--- src/dcca_pkg.sv ---
`timescale 1ns / 1ps
`default_nettype none
package dcca_pkg;
    localparam int PROCESS_SLOTS_DEF = 16;
    localparam int NUM_DEVICES_DEF   = 4;
    localparam int NUM_CTRLS_DEF     = 3;
    localparam int NUM_CHANS_DEF     = 2;
    localparam int QUEUE_DEPTH_DEF   = 16;

    localparam logic [2:0] ST_OK      = 3'd0;
    localparam logic [2:0] ST_ACTIVE  = 3'd1;
    localparam logic [2:0] ST_UNKNOWN = 3'd2;
    localparam logic [2:0] ST_NOCHAN  = 3'd3;
    localparam logic [2:0] ST_FULL    = 3'd4;

    localparam logic [1:0] STG_WAIT_DEV  = 2'd0;
    localparam logic [1:0] STG_WAIT_CTRL = 2'd1;
    localparam logic [1:0] STG_WAIT_CHAN = 2'd2;
    localparam logic [1:0] STG_HOLD_CHAN = 2'd3;

    localparam logic REQ_ALLOC   = 1'b0;
    localparam logic REQ_RELEASE = 1'b1;

    localparam logic CFG_DEV_CTRL  = 1'b0;
    localparam logic CFG_CTRL_CHAN = 1'b1;

    typedef enum logic [3:0] {
        S_IDLE,
        S_RD_DEV,
        S_DEV_POP,
        S_RD_CTRL,
        S_CTRL_POP,
        S_RD_CHAN,
        S_CHAN_POP,
        S_DONE
    } t_state;
endpackage
`default_nettype wire

--- src/dcca_ram.sv ---
`timescale 1ns / 1ps
`default_nettype none
module dcca_ram #(
    parameter int WIDTH = 8,
    parameter int DEPTH = 16
) (
    input  wire logic                     i_clk,
    input  wire logic                     i_we,
    input  wire logic [$clog2(DEPTH)-1:0] i_waddr,
    input  wire logic [WIDTH-1:0]         i_wdata,
    input  wire logic [$clog2(DEPTH)-1:0] i_raddr,
    output logic      [WIDTH-1:0]         o_rdata
);
    logic [WIDTH-1:0] r_mem [DEPTH];

    // write port and registered read
    always_ff @(posedge i_clk) begin
        if (i_we) begin
            r_mem[i_waddr] <= i_wdata;
        end
        o_rdata <= r_mem[i_raddr];
    end
endmodule
`default_nettype wire

--- src/device_controller_channel_allocator_top.sv ---
`timescale 1ns / 1ps
// Device/controller/channel allocator with per-level FIFO wait queues.
// Request or failed release: S_RD_DEV then S_DONE. Good release: S_RD_DEV,
// then queue-memory read and pop per device, controller, channel; S_DONE.
// Throughput: one transaction at a time; busy stays high through the strobe cycle.
// Reset (synchronous, active low) frees all owners and empties all queues.
// The receiver cannot stall: o_done is a one-cycle strobe.
`default_nettype none
module device_controller_channel_allocator_top
    import dcca_pkg::*;
#(
    parameter int PROCESS_SLOTS = PROCESS_SLOTS_DEF,
    parameter int NUM_DEVICES   = NUM_DEVICES_DEF,
    parameter int NUM_CTRLS     = NUM_CTRLS_DEF,
    parameter int NUM_CHANS     = NUM_CHANS_DEF,
    parameter int QUEUE_DEPTH   = QUEUE_DEPTH_DEF
) (
    input  wire logic       i_clk,
    input  wire logic       i_rst_n,
    input  wire logic       start,
    output logic            busy,
    input  wire logic       i_cfg_we,
    input  wire logic       i_cfg_index,
    input  wire logic [7:0] i_cfg_data,
    input  wire logic       i_req_type,
    input  wire logic [3:0] i_process_id,
    input  wire logic [1:0] i_device_id,
    output logic            o_done,
    output logic [2:0]      o_status,
    output logic [1:0]      o_stage
);
    localparam int PW = (PROCESS_SLOTS > 16) ? $clog2(PROCESS_SLOTS) : 4;
    localparam int QW = (QUEUE_DEPTH > 1) ? $clog2(QUEUE_DEPTH) : 1;
    localparam int CW = $clog2(QUEUE_DEPTH + 1);
    localparam int DW = (NUM_DEVICES > 1) ? $clog2(NUM_DEVICES) : 1;
    localparam int KW = (NUM_CTRLS > 1) ? $clog2(NUM_CTRLS) : 1;
    localparam int HW = (NUM_CHANS > 1) ? $clog2(NUM_CHANS) : 1;
    localparam int DQ = NUM_DEVICES * QUEUE_DEPTH;
    localparam int KQ = NUM_CTRLS * QUEUE_DEPTH;
    localparam int HQ = NUM_CHANS * QUEUE_DEPTH;
    localparam int PSW = (PROCESS_SLOTS > 1) ? $clog2(PROCESS_SLOTS) : 1;

    // configuration
    logic [7:0] r_dev_ctrl;
    logic [2:0] r_ctrl_chan;
    always_ff @(posedge i_clk) begin
        if (!i_rst_n) begin
            r_dev_ctrl  <= 8'd144;
            r_ctrl_chan <= 3'd6;
        end else if (i_cfg_we) begin
            if (i_cfg_index == CFG_DEV_CTRL) r_dev_ctrl <= i_cfg_data;
            else r_ctrl_chan <= i_cfg_data[2:0];
        end
    end

    // owners and queue pointers (small, in flops)
    logic [NUM_DEVICES-1:0] r_dbusy;
    logic [NUM_CTRLS-1:0]   r_kbusy;
    logic [NUM_CHANS-1:0]   r_hbusy;
    logic [PW-1:0] r_dwho [NUM_DEVICES];
    logic [PW-1:0] r_kwho [NUM_CTRLS];
    logic [PW-1:0] r_hwho [NUM_CHANS];
    logic [QW-1:0] r_dhead [NUM_DEVICES];
    logic [QW-1:0] r_khead [NUM_CTRLS];
    logic [QW-1:0] r_hhead [NUM_CHANS];
    logic [CW-1:0] r_dcnt [NUM_DEVICES];
    logic [CW-1:0] r_kcnt [NUM_CTRLS];
    logic [CW-1:0] r_hcnt [NUM_CHANS];
    logic [PROCESS_SLOTS-1:0] r_active;

    // transaction registers
    t_state r_state, n_state;
    logic          r_type;
    logic [PW-1:0] r_pid;
    logic [DW-1:0] r_d;
    logic [KW-1:0] r_k;
    logic [HW-1:0] r_h;
    logic [2:0]    r_status;
    logic [1:0]    r_stage;

    function automatic logic [KW-1:0] ctrl_of(input logic [7:0] m, input logic [DW-1:0] d);
        logic [1:0] c;
        c = 2'd0;
        if ({{(32-DW){1'b0}}, d} < 32'd4) c = m[2*d +: 2];
        if ({30'd0, c} >= NUM_CTRLS) return KW'(NUM_CTRLS - 1);
        return KW'(c);
    endfunction

    function automatic logic [HW-1:0] chan_of(input logic [2:0] m, input logic [KW-1:0] k);
        logic h;
        h = 1'b0;
        if ({{(32-KW){1'b0}}, k} < 32'd3) h = m[k];
        if ({31'd0, h} >= NUM_CHANS) return HW'(NUM_CHANS - 1);
        return HW'(h);
    endfunction

    // process-to-device memory
    logic          pd_we;
    logic [PSW-1:0] pd_waddr, pd_raddr;
    logic [1:0]    pd_wdata, pd_rdata;
    dcca_ram #(.WIDTH(2), .DEPTH(PROCESS_SLOTS)) u_pd (
        .i_clk, .i_we(pd_we), .i_waddr(pd_waddr), .i_wdata(pd_wdata),
        .i_raddr(pd_raddr), .o_rdata(pd_rdata));

    // queue memories
    logic dq_we, kq_we, hq_we;
    logic [$clog2(DQ)-1:0] dq_wa, dq_ra;
    logic [$clog2(KQ)-1:0] kq_wa, kq_ra;
    logic [$clog2(HQ)-1:0] hq_wa, hq_ra;
    logic [PW-1:0] dq_wd, kq_wd, hq_wd, dq_rd, kq_rd, hq_rd;
    dcca_ram #(.WIDTH(PW), .DEPTH(DQ)) u_dq (
        .i_clk, .i_we(dq_we), .i_waddr(dq_wa), .i_wdata(dq_wd),
        .i_raddr(dq_ra), .o_rdata(dq_rd));
    dcca_ram #(.WIDTH(PW), .DEPTH(KQ)) u_kq (
        .i_clk, .i_we(kq_we), .i_waddr(kq_wa), .i_wdata(kq_wd),
        .i_raddr(kq_ra), .o_rdata(kq_rd));
    dcca_ram #(.WIDTH(PW), .DEPTH(HQ)) u_hq (
        .i_clk, .i_we(hq_we), .i_waddr(hq_wa), .i_wdata(hq_wd),
        .i_raddr(hq_ra), .o_rdata(hq_rd));

    logic [DW-1:0] in_d;
    logic [KW-1:0] in_k;
    logic [HW-1:0] in_h;
    logic [DW-1:0] rel_d;
    logic [KW-1:0] rel_k;
    logic [HW-1:0] rel_h;
    logic          holds;
    logic          accept;

    assign accept = start && !busy;
    assign in_d   = DW'(i_device_id);
    assign in_k   = ctrl_of(r_dev_ctrl, in_d);
    assign in_h   = chan_of(r_ctrl_chan, in_k);
    assign rel_d  = ({30'd0, pd_rdata} >= NUM_DEVICES) ? DW'(NUM_DEVICES - 1) : DW'(pd_rdata);
    assign rel_k  = ctrl_of(r_dev_ctrl, rel_d);
    assign rel_h  = chan_of(r_ctrl_chan, rel_k);

    always_comb begin
        holds = 1'b0;
        for (int i = 0; i < NUM_CHANS; i++)
            if (r_hbusy[i] && r_hwho[i] == r_pid) holds = 1'b1;
    end

    assign pd_raddr = PSW'(i_process_id);
    assign pd_we    = (r_state == S_RD_DEV) && r_type == REQ_ALLOC && r_status == ST_OK;
    assign pd_waddr = PSW'(r_pid);
    assign pd_wdata = 2'(r_d);

    // queue read addresses: head of the level being freed
    assign dq_ra = $clog2(DQ)'(r_d) * $clog2(DQ)'(QUEUE_DEPTH) + $clog2(DQ)'(r_dhead[r_d]);
    assign kq_ra = $clog2(KQ)'(r_k) * $clog2(KQ)'(QUEUE_DEPTH) + $clog2(KQ)'(r_khead[r_k]);
    assign hq_ra = $clog2(HQ)'(r_h) * $clog2(HQ)'(QUEUE_DEPTH) + $clog2(HQ)'(r_hhead[r_h]);

    // tail positions
    function automatic logic [QW-1:0] tail(input logic [QW-1:0] hd, input logic [CW-1:0] c);
        logic [QW+CW:0] s;
        s = (QW+CW+1)'(hd) + (QW+CW+1)'(c);
        if (s >= (QW+CW+1)'(QUEUE_DEPTH)) s = s - (QW+CW+1)'(QUEUE_DEPTH);
        return QW'(s);
    endfunction

    function automatic logic [QW-1:0] inc(input logic [QW-1:0] hd);
        if ({{(32-QW){1'b0}}, hd} == QUEUE_DEPTH - 1) return '0;
        return hd + QW'(1);
    endfunction

    // next-state logic
    always_comb begin
        n_state = r_state;
        unique case (r_state)
            S_IDLE:     if (accept) n_state = S_RD_DEV;
            S_RD_DEV:   n_state = (r_type == REQ_RELEASE && r_status == ST_OK && holds)
                                  ? S_DEV_POP : S_DONE;
            S_DEV_POP:  n_state = S_RD_CTRL;
            S_RD_CTRL:  n_state = S_CTRL_POP;
            S_CTRL_POP: n_state = S_RD_CHAN;
            S_RD_CHAN:  n_state = S_CHAN_POP;
            S_CHAN_POP: n_state = S_DONE;
            S_DONE:     n_state = S_IDLE;
            default:    n_state = S_IDLE;
        endcase
    end

    // outputs
    always_comb begin
        busy     = (r_state != S_IDLE);
        o_done   = (r_state == S_DONE);
        o_status = r_status;
        o_stage  = r_stage;
    end

    // queue writes: request enqueue happens in S_RD_DEV, release pushes later
    always_comb begin
        dq_we = 1'b0; kq_we = 1'b0; hq_we = 1'b0;
        dq_wa = '0; kq_wa = '0; hq_wa = '0;
        dq_wd = r_pid; kq_wd = r_pid; hq_wd = r_pid;
        if (r_state == S_RD_DEV && r_type == REQ_ALLOC && r_status == ST_OK) begin
            dq_wa = $clog2(DQ)'(r_d) * $clog2(DQ)'(QUEUE_DEPTH)
                  + $clog2(DQ)'(tail(r_dhead[r_d], r_dcnt[r_d]));
            kq_wa = $clog2(KQ)'(r_k) * $clog2(KQ)'(QUEUE_DEPTH)
                  + $clog2(KQ)'(tail(r_khead[r_k], r_kcnt[r_k]));
            hq_wa = $clog2(HQ)'(r_h) * $clog2(HQ)'(QUEUE_DEPTH)
                  + $clog2(HQ)'(tail(r_hhead[r_h], r_hcnt[r_h]));
            // a full queue takes nothing
            if (r_dbusy[r_d]) dq_we = (r_dcnt[r_d] < CW'(QUEUE_DEPTH));
            else if (r_kbusy[r_k]) kq_we = (r_kcnt[r_k] < CW'(QUEUE_DEPTH));
            else if (r_hbusy[r_h]) hq_we = (r_hcnt[r_h] < CW'(QUEUE_DEPTH));
        end
        if (r_state == S_CTRL_POP && r_kcnt[r_k] != '0 && r_dbusy[r_d]) begin
            kq_we = 1'b1;
            kq_wd = r_dwho[r_d];
            kq_wa = $clog2(KQ)'(r_k) * $clog2(KQ)'(QUEUE_DEPTH)
                  + $clog2(KQ)'(tail(inc(r_khead[r_k]), r_kcnt[r_k] - CW'(1)));
        end
        if (r_state == S_CHAN_POP && r_hcnt[r_h] != '0 && r_kbusy[r_k]) begin
            hq_we = 1'b1;
            hq_wd = r_kwho[r_k];
            hq_wa = $clog2(HQ)'(r_h) * $clog2(HQ)'(QUEUE_DEPTH)
                  + $clog2(HQ)'(tail(inc(r_hhead[r_h]), r_hcnt[r_h] - CW'(1)));
        end
    end

    // state and owner updates
    always_ff @(posedge i_clk) begin
        if (!i_rst_n) begin
            r_state  <= S_IDLE;
            r_dbusy  <= '0;
            r_kbusy  <= '0;
            r_hbusy  <= '0;
            r_active <= '0;
            for (int i = 0; i < NUM_DEVICES; i++) begin
                r_dhead[i] <= '0; r_dcnt[i] <= '0;
            end
            for (int i = 0; i < NUM_CTRLS; i++) begin
                r_khead[i] <= '0; r_kcnt[i] <= '0;
            end
            for (int i = 0; i < NUM_CHANS; i++) begin
                r_hhead[i] <= '0; r_hcnt[i] <= '0;
            end
        end else begin
            r_state <= n_state;
            unique case (r_state)
                S_IDLE: begin
                    // check and latch the transaction
                    if (accept) begin
                        r_type   <= i_req_type;
                        r_pid    <= PW'(i_process_id);
                        r_d      <= in_d;
                        r_k      <= in_k;
                        r_h      <= in_h;
                        r_stage  <= STG_WAIT_DEV;
                        r_status <= ST_OK;
                        if ({{(32-4){1'b0}}, i_process_id} >= PROCESS_SLOTS)
                            r_status <= ST_UNKNOWN;
                        else if (i_req_type == REQ_ALLOC) begin
                            if (r_active[PSW'(i_process_id)]) r_status <= ST_ACTIVE;
                            else if ({{(32-2){1'b0}}, i_device_id} >= NUM_DEVICES)
                                r_status <= ST_UNKNOWN;
                        end else if (!r_active[PSW'(i_process_id)])
                            r_status <= ST_UNKNOWN;
                    end
                end
                S_RD_DEV: begin
                    if (r_type == REQ_ALLOC && r_status == ST_OK) begin
                        // place the request at the first busy level
                        if (r_dbusy[r_d]) begin
                            if (r_dcnt[r_d] >= CW'(QUEUE_DEPTH)) r_status <= ST_FULL;
                            else begin
                                r_dcnt[r_d] <= r_dcnt[r_d] + CW'(1);
                                r_active[PSW'(r_pid)] <= 1'b1;
                            end
                        end else if (r_kbusy[r_k]) begin
                            if (r_kcnt[r_k] >= CW'(QUEUE_DEPTH)) r_status <= ST_FULL;
                            else begin
                                r_kcnt[r_k] <= r_kcnt[r_k] + CW'(1);
                                r_active[PSW'(r_pid)] <= 1'b1;
                                r_dbusy[r_d] <= 1'b1; r_dwho[r_d] <= r_pid;
                                r_stage <= STG_WAIT_CTRL;
                            end
                        end else if (r_hbusy[r_h]) begin
                            if (r_hcnt[r_h] >= CW'(QUEUE_DEPTH)) r_status <= ST_FULL;
                            else begin
                                r_hcnt[r_h] <= r_hcnt[r_h] + CW'(1);
                                r_active[PSW'(r_pid)] <= 1'b1;
                                r_dbusy[r_d] <= 1'b1; r_dwho[r_d] <= r_pid;
                                r_kbusy[r_k] <= 1'b1; r_kwho[r_k] <= r_pid;
                                r_stage <= STG_WAIT_CHAN;
                            end
                        end else begin
                            r_active[PSW'(r_pid)] <= 1'b1;
                            r_dbusy[r_d] <= 1'b1; r_dwho[r_d] <= r_pid;
                            r_kbusy[r_k] <= 1'b1; r_kwho[r_k] <= r_pid;
                            r_hbusy[r_h] <= 1'b1; r_hwho[r_h] <= r_pid;
                            r_stage <= STG_HOLD_CHAN;
                        end
                    end else if (r_type == REQ_RELEASE && r_status == ST_OK) begin
                        if (!holds) r_status <= ST_NOCHAN;
                        else begin
                            // free the path named by the current maps
                            r_d <= rel_d; r_k <= rel_k; r_h <= rel_h;
                            r_active[PSW'(r_pid)] <= 1'b0;
                            r_dbusy[rel_d] <= 1'b0;
                            r_kbusy[rel_k] <= 1'b0;
                            r_hbusy[rel_h] <= 1'b0;
                        end
                    end
                end
                S_DEV_POP: ;  // device queue head read in flight
                S_RD_CTRL: begin
                    // hand the device to its queue head
                    if (r_dcnt[r_d] != '0) begin
                        r_dbusy[r_d] <= 1'b1; r_dwho[r_d] <= dq_rd;
                        r_dhead[r_d] <= inc(r_dhead[r_d]);
                        r_dcnt[r_d]  <= r_dcnt[r_d] - CW'(1);
                    end
                end
                S_CTRL_POP: begin
                    // hand the controller on; new device holder moves down
                    if (r_kcnt[r_k] != '0) begin
                        r_kbusy[r_k] <= 1'b1; r_kwho[r_k] <= kq_rd;
                        r_khead[r_k] <= inc(r_khead[r_k]);
                        if (!r_dbusy[r_d]) r_kcnt[r_k] <= r_kcnt[r_k] - CW'(1);
                    end else if (r_dbusy[r_d]) begin
                        r_kbusy[r_k] <= 1'b1; r_kwho[r_k] <= r_dwho[r_d];
                    end
                end
                S_RD_CHAN: ;
                S_CHAN_POP: begin
                    if (r_hcnt[r_h] != '0) begin
                        r_hbusy[r_h] <= 1'b1; r_hwho[r_h] <= hq_rd;
                        r_hhead[r_h] <= inc(r_hhead[r_h]);
                        if (!r_kbusy[r_k]) r_hcnt[r_h] <= r_hcnt[r_h] - CW'(1);
                    end else if (r_kbusy[r_k]) begin
                        r_hbusy[r_h] <= 1'b1; r_hwho[r_h] <= r_kwho[r_k];
                    end
                end
                S_DONE: ;
                default: ;
            endcase
        end
    end
endmodule
`default_nettype wire
--- config.mk ---
export PLATFORM = sky130hd
export DESIGN_NAME = device_controller_channel_allocator_top
export DESIGN_NICKNAME = d
export VERILOG_FILES = /design/src/dcca_pkg.sv /design/src/dcca_ram.sv /design/src/device_controller_channel_allocator_top.sv
export SDC_FILE = /design/constraint.sdc
export NUM_CORES = 1
export LEC_CHECK = 0
export ABC_AREA = 1
export BUFFER_PORTS_ARGS = -buffer_cell sky130_fd_sc_hd__buf_2
export CORE_MARGIN = 5
export CORE_UTILIZATION = 55
export DETAILED_ROUTE_END_ITERATION = 8
export PLACE_DENSITY = 0.68
export SYNTH_ARGS = -nofsm -noshare
export SYNTH_HDL_FRONTEND = slang
export SYNTH_SLANG_ARGS = --single-unit
--- constraint.sdc ---
create_clock -name i_clk -period 6.2 [get_ports i_clk]
set_input_delay 1.24 -clock i_clk [delete_from_list [all_inputs] [get_ports i_clk]]
set_output_delay 1.24 -clock i_clk [all_outputs]
set_load 0.05 [all_outputs]
# Word level (Yosys, flattened, before mapping)
# Memory sizes are Yosys's and may differ from the RTL's. A register that Yosys moved wholly into a read port is not among the register bits.
# Cells that the tools add are included.
[word_totals] register_bits=55 mem_bits_rw=725 input_bits=20 out_inout_bits=7 wordCells=480 mem_count=13
[mem_list] name="u_dq.r_mem" words=64 width=4 read_ports=1 rd_ports_with_merged_regs=1 wr=1 line="dcca_ram.sv:14" text="logic [WIDTH-1:0] r_mem [DEPTH];"
[mem_list] name="u_kq.r_mem" words=48 width=4 read_ports=1 rd_ports_with_merged_regs=1 wr=1 line="dcca_ram.sv:14"
[mem_list] name="u_hq.r_mem" words=32 width=4 read_ports=1 rd_ports_with_merged_regs=1 wr=1 line="dcca_ram.sv:14"
[mem_list] name="u_pd.r_mem" words=16 width=2 read_ports=1 rd_ports_with_merged_regs=1 wr=1 line="dcca_ram.sv:14"
[mem_list] name="r_dcnt" words=4 width=5 read_ports=1 rd_ports_with_merged_regs=1 wr=4 line="device_controller_channel_allocator_top.sv:66" text="logic [CW-1:0] r_dcnt [NUM_DEVICES];"
[mem_list] name="r_dhead" words=4 width=4 read_ports=1 rd_ports_with_merged_regs=1 wr=4 line="device_controller_channel_allocator_top.sv:63" text="logic [QW-1:0] r_dhead [NUM_DEVICES];"
[mem_list] name="+7 memories"
[op_classes] addsub=27 n_lt_le_gt_ge=31 eq_ne=39 shifts=2 n_mux=281 n_bitwise=25 n_reduce_logical=48
[op_table] cell="$mux W4" count=52
[op_table] cell="$mux W16" count=9
[op_table] cell="$mux W1" count=129
[op_table] cell="$mux W2" count=38
[op_table] cell="$mux W3" count=21
[op_table] cell="$mux W5" count=8
[op_table] cell="$add A4 B5 Y6" count=5
[op_table] cell="$add A6 B4 Y6" count=5
[op_table] cell="$ge A6 B5 Y1 const B" count=5
[op_table] cell="$pmux W4 S7" count=1
[op_table] cell="$reduce_and A7 Y1" count=4
[op_table] cell="$sub A4 B1 Y4 const B" count=5
[op_table] cell="$logic_and A1 B1 Y1" count=19
[op_table] cell="$mux W6" count=3
[op_table] cell="$and A16 B16 Y16" count=1
[op_table] cell="$eq A4 B3 Y1 const B" count=4
[op_table] cell="$ne A4 B4 Y1 const B" count=4
[op_table] cell="$not A16 Y16" count=1
[op_table] cell="$or A16 B16 Y16" count=1
[op_table] cell="$pmux W2 S2" count=4
[op_table] cell="$shiftx A8 B4 Y2" count=2
[op_table] cell="$add A5 B1 Y5 const B" count=3
[op_table] cell="$add A5 B4 Y5" count=3
[op_table] cell="$ge A5 B5 Y1 const B" count=3
[op_table] cell="54 further kinds" count=123

# Logic depth before layout (Yosys ltp)
# Gate-level depths: netlist of run 1.
[logic_depth] word_depth=17 depth_mapped=23 mapped_depth_nobuf=20

# Hierarchy
# A second synthesis of run 1 with hierarchy kept.
[unflattened] hier_cells=3654 hier_area_um2=36930.4
[modules_own_cells] mod="device_controller_channel_allocator_top" n_inst=1 cells_per_inst=1363 area_per_inst_um2=10898.0 seq_area_each_um2=5114.9
[modules_own_cells] mod="dcca_ram at u_dq" n_inst=1 cells_per_inst=949 area_per_inst_um2=10876.7 seq_area_each_um2=7767.4
[modules_own_cells] mod="dcca_ram at u_kq" n_inst=1 cells_per_inst=697 area_per_inst_um2=8127.8 seq_area_each_um2=5845.6
[modules_own_cells] mod="dcca_ram at u_hq" n_inst=1 cells_per_inst=486 area_per_inst_um2=5496.5 seq_area_each_um2=3923.8
[modules_own_cells] mod="dcca_ram at u_pd" n_inst=1 cells_per_inst=159 area_per_inst_um2=1531.5 seq_area_each_um2=1001.0

# Worst setup path after synthesis of run 1
# No wires, ideal clock.
[synth_timing] path_kind="reg2reg" startpoint="register with a tool-made name" endpoint="memory u_kq.r_mem[0][0] (netlist bit) (data pin)" setup_time_ns=0.578 arrival_time_ns=3.563 required_time_ns=5.622 path_slack_ns=2.059 path_stages_with_launch=13 n_path_buf=3 period_less_slack_ns=4.141 path_cell_list="dfxtp_1 -> buf_4 -> buf_4 -> nand2_1 -> nand3_1 -> nand2_1 -> ha_1 -> nand2_1 -> nor2_2 -> nand2_2 -> nand3b_2 -> buf_2 -> o21ai_0"
[synth_lines] element="to (decl)" line="dcca_ram.sv:14"

==> metrics.md, run 1 <==
| Metric | Value |
|---|---|
| Peak Freq | `200.3 MHz` |
| Classification of the worst-slack hold path | `reg2reg` |
| Syn_nets | `3,515` |
| CTS buffer count | `81` |
| Maximum fanout encountered on the critical timing path | `25` |
| Area share of the leading cell type in the synthesized netlist | `0.6260` |
| Number of gates resized after cts | `0` |
| Part of the total power dissipated in the clock network | `0.336` |
| CTS H-tree lvls | `3` |
| Min Clock Period, post-route | `4992 ps` |
| Endpoint type of the worst setup path | `flop` |
| Starting density of the core | `0.5564` |
| PwrDens | `360.1 nW/µm²` |
| Routed WL | `88.57 mm` |
| Vias per Instance | `5.886` |
| Kind of launch point of the worst setup path | `flop` |
| Final hold slack | `478.7 ps` |
| Diodes inserted | `0` |
| Slowest library cell on the worst path | `sky130_fd_sc_hd__inv_1` |
| Fin. max-slew vios | `0` |
| Violation count after the first detailed-routing iteration | `2,749` |
| Max-Cap Viols | `0` |
| Number of buffers inserted by hold repair at cts | `0` |
| Clock Tree Root | `sky130_fd_sc_hd__clkbuf_16` |
| Die Span Y | `265.6 µm` |
| DRC errors left | `0` |
| Number of enable-type register cells in the synthesized netlist | `749` |
| Number of clock sinks | `807` |
| Outcome | `complete, no violations` |
| Routed wire length per instance | `20.30 µm` |
| Slew at the pin closest to its max-slew limit | `1099 ps` |
| Drt pass-1 iters | `7` |
| Net switching fraction of the power | `0.3127` |
| Final setup vio count | `0` |
| Crit path required time | `6470 ps` |
| All-layer global routing usage | `0.2455` |
| Seq pwr share | `0.436` |
| Yosys warning total | `0` |
| Cell leakage power | `14.36 nW` |
| Count of different cell masters after synthesis | `52` |
| Most instantiated library cell after synthesis | `sky130_fd_sc_hd__edfxtp_1` |
| Hold Vio Cnt, Final | `0` |
| Flip-flop and latch count after synthesis | `807` |
| Largest incremental delay on the critical path | `580 ps` |
| Via count | `25,680` |
| Std-Cell Core Area | `64,580 µm²` |
| Area of the die | `70,540 µm²` |
| Data arrival time at the worst-slack endpoint | `5260 ps` |
| Fraction of registers with async set/reset | `0` |
| Synthesis-to-layout area growth | `9.597%` |
| Number of top-level pins | `27` |
| Max VDD drop | `0.2828 mV` |
| Die width | `265.6 µm` |
| Number of buffers added for setup after CTS | `0` |
| Buffer levels on the longest clock path | `3` |
| Classification of the worst setup path | `reg2reg` |
| Cell taking the most area after synthesis | `sky130_fd_sc_hd__edfxtp_1` |
| Netlist Area Pre-Place | `35,930 µm²` |
| Post-layout nets | `3,498` |
| Switching Power | `4.435 mW` |
| Relative max-transition margin | `0.2632` |
| Cell count after synthesis | `3,464` |
| Clock input transition at the sequential cells of the worst setup and hold paths | `60 ps` |
| Clk Latency, worst-skew pair | `620 ps` |
| RSZ-0062 raised after global routing | `false` |
| Pin count of the biggest net entering global routing | `108` |
| Post-route antenna net violation count | `0` |
| Register area share after synthesis | `0.6583` |
| Global-route congestion overflow total | `0` |
| Final-layout setup total negative slack | `0 ps` |
| Average cell area after synthesis | `10.37 µm²` |
| Final Skew | `26.72 ps` |
| Number of global-route vias before repair | `24,870` |
| Primary flip-flop cell chosen by synthesis mapping | `sky130_fd_sc_hd__edfxtp_1` |
| Layout cells sized above 1 | `0.07440` |
| Antenna violations before repair | `0` |
| Logic gate share of total power | `0.228` |
| Share of the clock period used by the worst path | `0.8051` |
| Ordered cell list for the critical path | `inv_2, nand2_1, nand3_1, nand2_1, inv_1, ha_1, nand3_1, o21ai_0, inv_1, ha_1, inv_1, fa_1, o21ai_1, and3_1, nand2_1, nor2_1` |
| Leading post-synthesis cells by cell area | `sky130_fd_sc_hd__edfxtp_1 (63%), sky130_fd_sc_hd__nand2_1 (6.6%), sky130_fd_sc_hd__nor2_1 (6.2%)` |
| Placement row count | `93` |
| CTS tree | `yes` |
| Top cell types by occurrence after synthesis | `sky130_fd_sc_hd__edfxtp_1 (749), sky130_fd_sc_hd__nand2_1 (634), sky130_fd_sc_hd__nor2_1 (595)` |
| Routability congestion estimate from global placement | `0.8948` |
| Post-detailed-placement half-perimeter wirelength | `55.36 mm` |
| First-pass GRT wire length | `137.6 mm` |
| # port buffers | `26` |
| Cell-internal power | `9.746 mW` |
==> registers in the layout, summed over array words and instances, names as in the netlist, 8 cells and up, named ones only <==
register / flops
u_kq.r_mem: 192
r_hwho: 8
r_khead: 16
r_hhead: 8
r_kcnt: 20
r_hcnt: 10
u_hq.r_mem: 128
u_dq.r_mem: 256
r_dev_ctrl: 8
u_pd.r_mem: 32
r_dhead: 16
r_kwho: 12
r_dcnt: 20
r_dwho: 16
==> worst max-delay path: cells and delay by family, from the launching register on <==
kind	cells	cell delay [ps]
fa+ha+maj	3	960
compound gates	2	650
buf+inv	4	1210
simple gates	7	1270
flops	1	560
==> cell type report <==
| cell class | count | area [µm²] |
|---|---|---|
| clock buffers | 101 | 2133 |
| clock inverters | 43 | 436.7 |
| fillers | 5165 | 25200 |
| inverters | 289 | 1089 |
| multi-input cells | 2213 | 10650 |
| flip-flops and latches | 807 | 23650 |
| well taps | 855 | 1070 |
| repair buffers | 55 | 347.8 |
==> path summary, 6_finish.rpt <==
| path | start | endpoint | slack [ps] | cells after the start |
|---|---|---|---|---|
| worst max-delay path | flop | u_kq.r_mem[10][2] | 1210 | 16 |
| worst min-delay path | r_hbusy[1] | r_hbusy[1] | 480 | 2 |
| worst max register to register | flop | u_kq.r_mem[10][2] | 1210 | 16 |
| worst min register to register | r_hbusy[1] | r_hbusy[1] | 480 | 2 |
==> per-layer routing <==
metal	part of all wire	track usage	up-vias
met5	0	0	-
met2	0.48	0.4063	1158
met4	0.029	0.07374	0
met1	0.41	0.3396	12400
met3	0.080	0.04042	186
li1	-	-	11930
==> placed cells by master, fill, tap and decap left out, drive strengths merged, types with 2 or more instances in the layout <==
cell,instances
nand3b,4
nor4,3
o221ai,9
o2111ai,2
a21oi,105
a211oi,5
dfxtp,58
mux2i,8
nor3b,2
ha,25
xor2,14
clkbuf,101
o31ai,7
clkinv,33
a31oi,3
fa,6
o211ai,77
nand2,648
nor3,61
nor2,602
inv,286
xnor2,10
edfxtp,749
nand4,17
and3,4
or2,14
o22ai,62
clkinvlp,5
a21boi,2
buf,55
bufinv,8
nand3,195
o21ai,325
==> through the flow <==
| stage | util | setup WS, ps | power, mW | area (µm²) | instances |
|---|---|---|---|---|---|
| 3_3_place_gp | 0.5700 | 1533 | 9.395 | 36810 | 4219 |
| 2_1_floorplan | - | 2059 | 8.525 | 35930 | 3464 |
| 4_1_cts | 0.6098 | 1287 | 14.18 | 39380 | 4363 |
| 3_5_place_dp | 0.5700 | 1314 | 9.462 | 36810 | 4219 |
| 5_1_grt | 0.6098 | 816.7 | 14.82 | 39380 | 4363 |
| 6_report | 0.6098 | 1208 | 14.18 | 39380 | 4363 |
==> logic make-up (layout without fill, tap and decap cells) <==
family                   Yosys count  count (layout)  share of synthesized area
AND/OR/NAND/NOR                 1550            1550                     0.1776
adder cells (fa/ha/maj)           31              31                    0.01205
flip-flops                       807             807                     0.6583
multiplexers                       8               8                   0.002229
AO/OA/AOI/OAI                    600             600                    0.09552
XOR/XNOR                          24              24                   0.005850
buffers and inverters            444             488                    0.04844
==> power by group through the flow <==
stage	logic (mW)	clock network, mW	registers [mW]
after global routing	3.58	5.05	6.18
after detailed placement	3.17	0	6.29
after global placement	3.11	0	6.28
final	3.23	4.77	6.18
after floorplan	2.26	0	6.27
after CTS	3.19	4.82	6.17
Note: power is estimated with default switching activity, not from simulation.
==> run 2: changes to the inputs <==
==> constraint.sdc (replaced) <==
create_clock -name i_clk -period 4.98 [get_ports i_clk]
set_input_delay 0.996 -clock i_clk [delete_from_list [all_inputs] [get_ports i_clk]]
set_output_delay 0.996 -clock i_clk [all_outputs]
set_load 0.05 [all_outputs]
==> run 2 against run 1 <==
Sequential power is 24% higher. Die area unchanged. Clock skew fell by 7.6 ps. Global-route usage shrank 0.11 points.
==> metrics.md, run 2 (same netlist as run 1, synthesis figures left out) <==
| Metric | Value |
|---|---|
| Outcome | `complete, no violations (unchanged)` |
| Data arrival time at the worst-slack endpoint | `4550 ps (was 5260 ps)` |
| Post-layout nets | `3,516 (was 3,498)` |
| Placement row count | `93 (unchanged)` |
| Final hold slack | `472.8 ps (was 478.7 ps)` |
| CTS H-tree lvls | `3 (unchanged)` |
| Delay-heaviest family, CP | `simple AND/OR/NAND/NOR gates (unchanged)` |
| Share of the clock period used by the worst path | `0.8548 (was 0.8051)` |
| Violation count after the first detailed-routing iteration | `2,614 (was 2,749)` |
| PwrDens | `451.8 nW/µm² (was 360.1 nW/µm²)` |
| Peak Freq | `234.9 MHz (was 200.3 MHz)` |
| Classification of the worst-slack hold path | `reg2reg (unchanged)` |
| Final-layout setup total negative slack | `0 ps (unchanged)` |
| Number of standard cells in the final layout excluding fillers | `4,388 (was 4,363)` |
| Final setup vio count | `0 (unchanged)` |
| Antenna violations before repair | `1 (was 0)` |
| Routability congestion estimate from global placement | `0.9446 (was 0.8948)` |
| Relative max-transition margin | `0.3198 (was 0.2632)` |
| Number of gates resized after cts | `0 (unchanged)` |
| Max VDD drop | `0.3335 mV (was 0.2828 mV)` |
| Final Cell Area | `39,670 µm² (was 39,380 µm²)` |
| Vias per Instance | `5.846 (was 5.886)` |
| Number of top-level pins | `27 (unchanged)` |
| CTS buffer count | `81 (unchanged)` |
| Clk Latency, worst-skew pair | `630 ps (was 620 ps)` |
| Final Skew | `19.12 ps (was 26.72 ps)` |
| Post-route antenna net violation count | `0 (unchanged)` |
| Classification of the worst setup path | `reg2reg (unchanged)` |
| Synthesis-to-layout area growth | `10.40% (was 9.597%)` |
| First-pass GRT wire length | `136.7 mm (was 137.6 mm)` |
| # port buffers | `26 (unchanged)` |
| Layout cells sized above 1 | `0.08265 (was 0.07440)` |
| Die Span Y | `265.6 µm (unchanged)` |
| Utilization after layout | `0.6142 (was 0.6098)` |
| Number of global-route vias before repair | `25,100 (was 24,870)` |
| Kind of launch point of the worst setup path | `flop (unchanged)` |
| Die width | `265.6 µm (unchanged)` |
| Min setup slack post-route | `723.0 ps (was 1208 ps)` |
| Endpoint type of the worst setup path | `flop (unchanged)` |
| Number of inserted filler cells in the final layout | `5,173 (was 5,165)` |
| Via count | `25,650 (was 25,680)` |
| Global-route congestion overflow total | `0 (unchanged)` |
| Worst slack, placed | `773.4 ps (was 1314 ps)` |
| Number of buffers inserted by hold repair at cts | `0 (unchanged)` |
| RSZ-0062 raised after global routing | `false (unchanged)` |
| Cell leakage power | `14.54 nW (was 14.36 nW)` |
| All-layer global routing usage | `0.2443 (was 0.2455)` |
| Starting density of the core | `0.5564 (unchanged)` |
| CTS tree | `yes (unchanged)` |
| Routed wire length per instance | `19.96 µm (was 20.30 µm)` |
| Crit path required time | `5270 ps (was 6470 ps)` |
| Slowest library cell on the worst path | `sky130_fd_sc_hd__dfxtp_1 (was sky130_fd_sc_hd__inv_1)` |
| Area of the die | `70,540 µm² (unchanged)` |
| Routed WL | `87.57 mm (was 88.57 mm)` |
| Slew at the pin closest to its max-slew limit | `1020 ps (was 1099 ps)` |
| Maximum fanout encountered on the critical timing path | `14 (was 25)` |
| Std-Cell Core Area | `64,580 µm² (unchanged)` |
| Ordered cell list for the critical path | `inv_2, nand3_1, nand2_4, inv_2, ha_1, nand3_1, o21ai_0, inv_1, ha_1, inv_1, fa_1, o21ai_1, and3_1, nand2_1, nor2_1 (was inv_2, nand2_1, nand3_1, nand2_1, inv_1, ha_1, nand3_1, o21ai_0, inv_1, ha_1, inv_1, fa_1, o21ai_1, and3_1, nand2_1, nor2_1)` |
| Most frequent standard cell in the layout excluding fill and tap cells | `sky130_fd_sc_hd__edfxtp_1 (unchanged)` |
| Buffer levels on the longest clock path | `3 (unchanged)` |
| Worst path bufs/invs | `4 (unchanged)` |
| Largest incremental delay on the critical path | `610 ps (was 580 ps)` |
| Pin count of the biggest net entering global routing | `194 (was 108)` |
| Max-Cap Viols | `0 (unchanged)` |
| Number of clock sinks | `807 (unchanged)` |
| Diodes inserted | `0 (unchanged)` |
| Hold Vio Cnt, Final | `0 (unchanged)` |
| Storage cell area | `23,650 µm² (unchanged)` |
| DRC errors left | `0 (unchanged)` |
| Instance area after placement | `36,930 µm² (was 36,810 µm²)` |
| Drt pass-1 iters | `8 (was 7)` |
| Post-detailed-placement half-perimeter wirelength | `55.20 mm (was 55.36 mm)` |
| Commonest cells after routing, fill and taps aside | `sky130_fd_sc_hd__edfxtp_1 (749), sky130_fd_sc_hd__nand2_1 (631), sky130_fd_sc_hd__nor2_1 (595) (unchanged)` |
| Number of buffers added for setup after CTS | `0 (unchanged)` |
| Flip-flop count of the largest register, all copies and words added | `256 (unchanged)` |
| Post-placement cell count | `4,237 (was 4,219)` |
| Registers with the most flip-flops | `u_dq.r_mem: 256 flops, u_kq.r_mem: 192 flops, u_hq.r_mem: 128 flops (unchanged)` |
| Clock Tree Root | `sky130_fd_sc_hd__clkbuf_16 (unchanged)` |
| Min Clock Period, post-route | `4257 ps (was 4992 ps)` |
| PnR Total Power | `17.92 mW (was 14.18 mW)` |
| Multi-input gate area | `10,630 µm² (was 10,650 µm²)` |
| Register with the most flip-flops | `u_dq.r_mem (unchanged)` |
| Clock input transition at the sequential cells of the worst setup and hold paths | `60 ps (about the same)` |
| Fin. max-slew vios | `0 (unchanged)` |
-- run 2: cell types whose count changed in the layout (fill, tap and decap cells not counted), sizes merged --
cell      change
clkinv        +1
clkinvlp      -1
clkbuf        +8
buf          +18
inv           -1
-- run 2: tightest hold or removal path, stage by stage, from the launching register on --
cell                      delay [ps]
sky130_fd_sc_hd__dfxtp_1         310
sky130_fd_sc_hd__nand2_1          60
sky130_fd_sc_hd__a21oi_1          50
-- run 2: power by group --
part / internal [mW] / leakage [nW] / switching [mW]
combinational: 1.14 / 5.88 / 2.93
sequential: 7.58 / 7.32 / 0.110
clock: 3.64 / 1.34 / 2.53
total: 12.4 / 14.5 / 5.56
-- run 2: final timing paths --
check	start	endpoint	slack, ps	cells past startpoint
setup / recovery	flop	u_kq.r_mem[35][0]	720	15
hold reg to reg	r_hbusy[1]	r_hbusy[1]	470	2
setup reg to reg	flop	u_kq.r_mem[35][0]	720	15
hold / removal	r_hbusy[1]	r_hbusy[1]	470	2
-- run 2: layout make-up --
class | instances | area share
clock buffer | 109 | 0.05737
clock inverter | 42 | 0.01154
inverter | 289 | 0.02744
multi-input combinational | 2213 | 0.2679
sequential | 807 | 0.5963
tap | 855 | 0.02697
timing repair buffer | 73 | 0.01249
-- run 2: per-layer routing --
| layer | part of all wire | wire [µm] | vias up | track usage |
|---|---|---|---|---|
| li1 | - | - | 11980 | - |
| met2 | 0.48 | 41980 | 1162 | 0.4034 |
| met3 | 0.079 | 6930 | 196 | 0.04116 |
| met5 | 0 | 0 | - | 0 |
| met4 | 0.032 | 2842 | 0 | 0.08154 |
| met1 | 0.41 | 35820 | 12310 | 0.3345 |
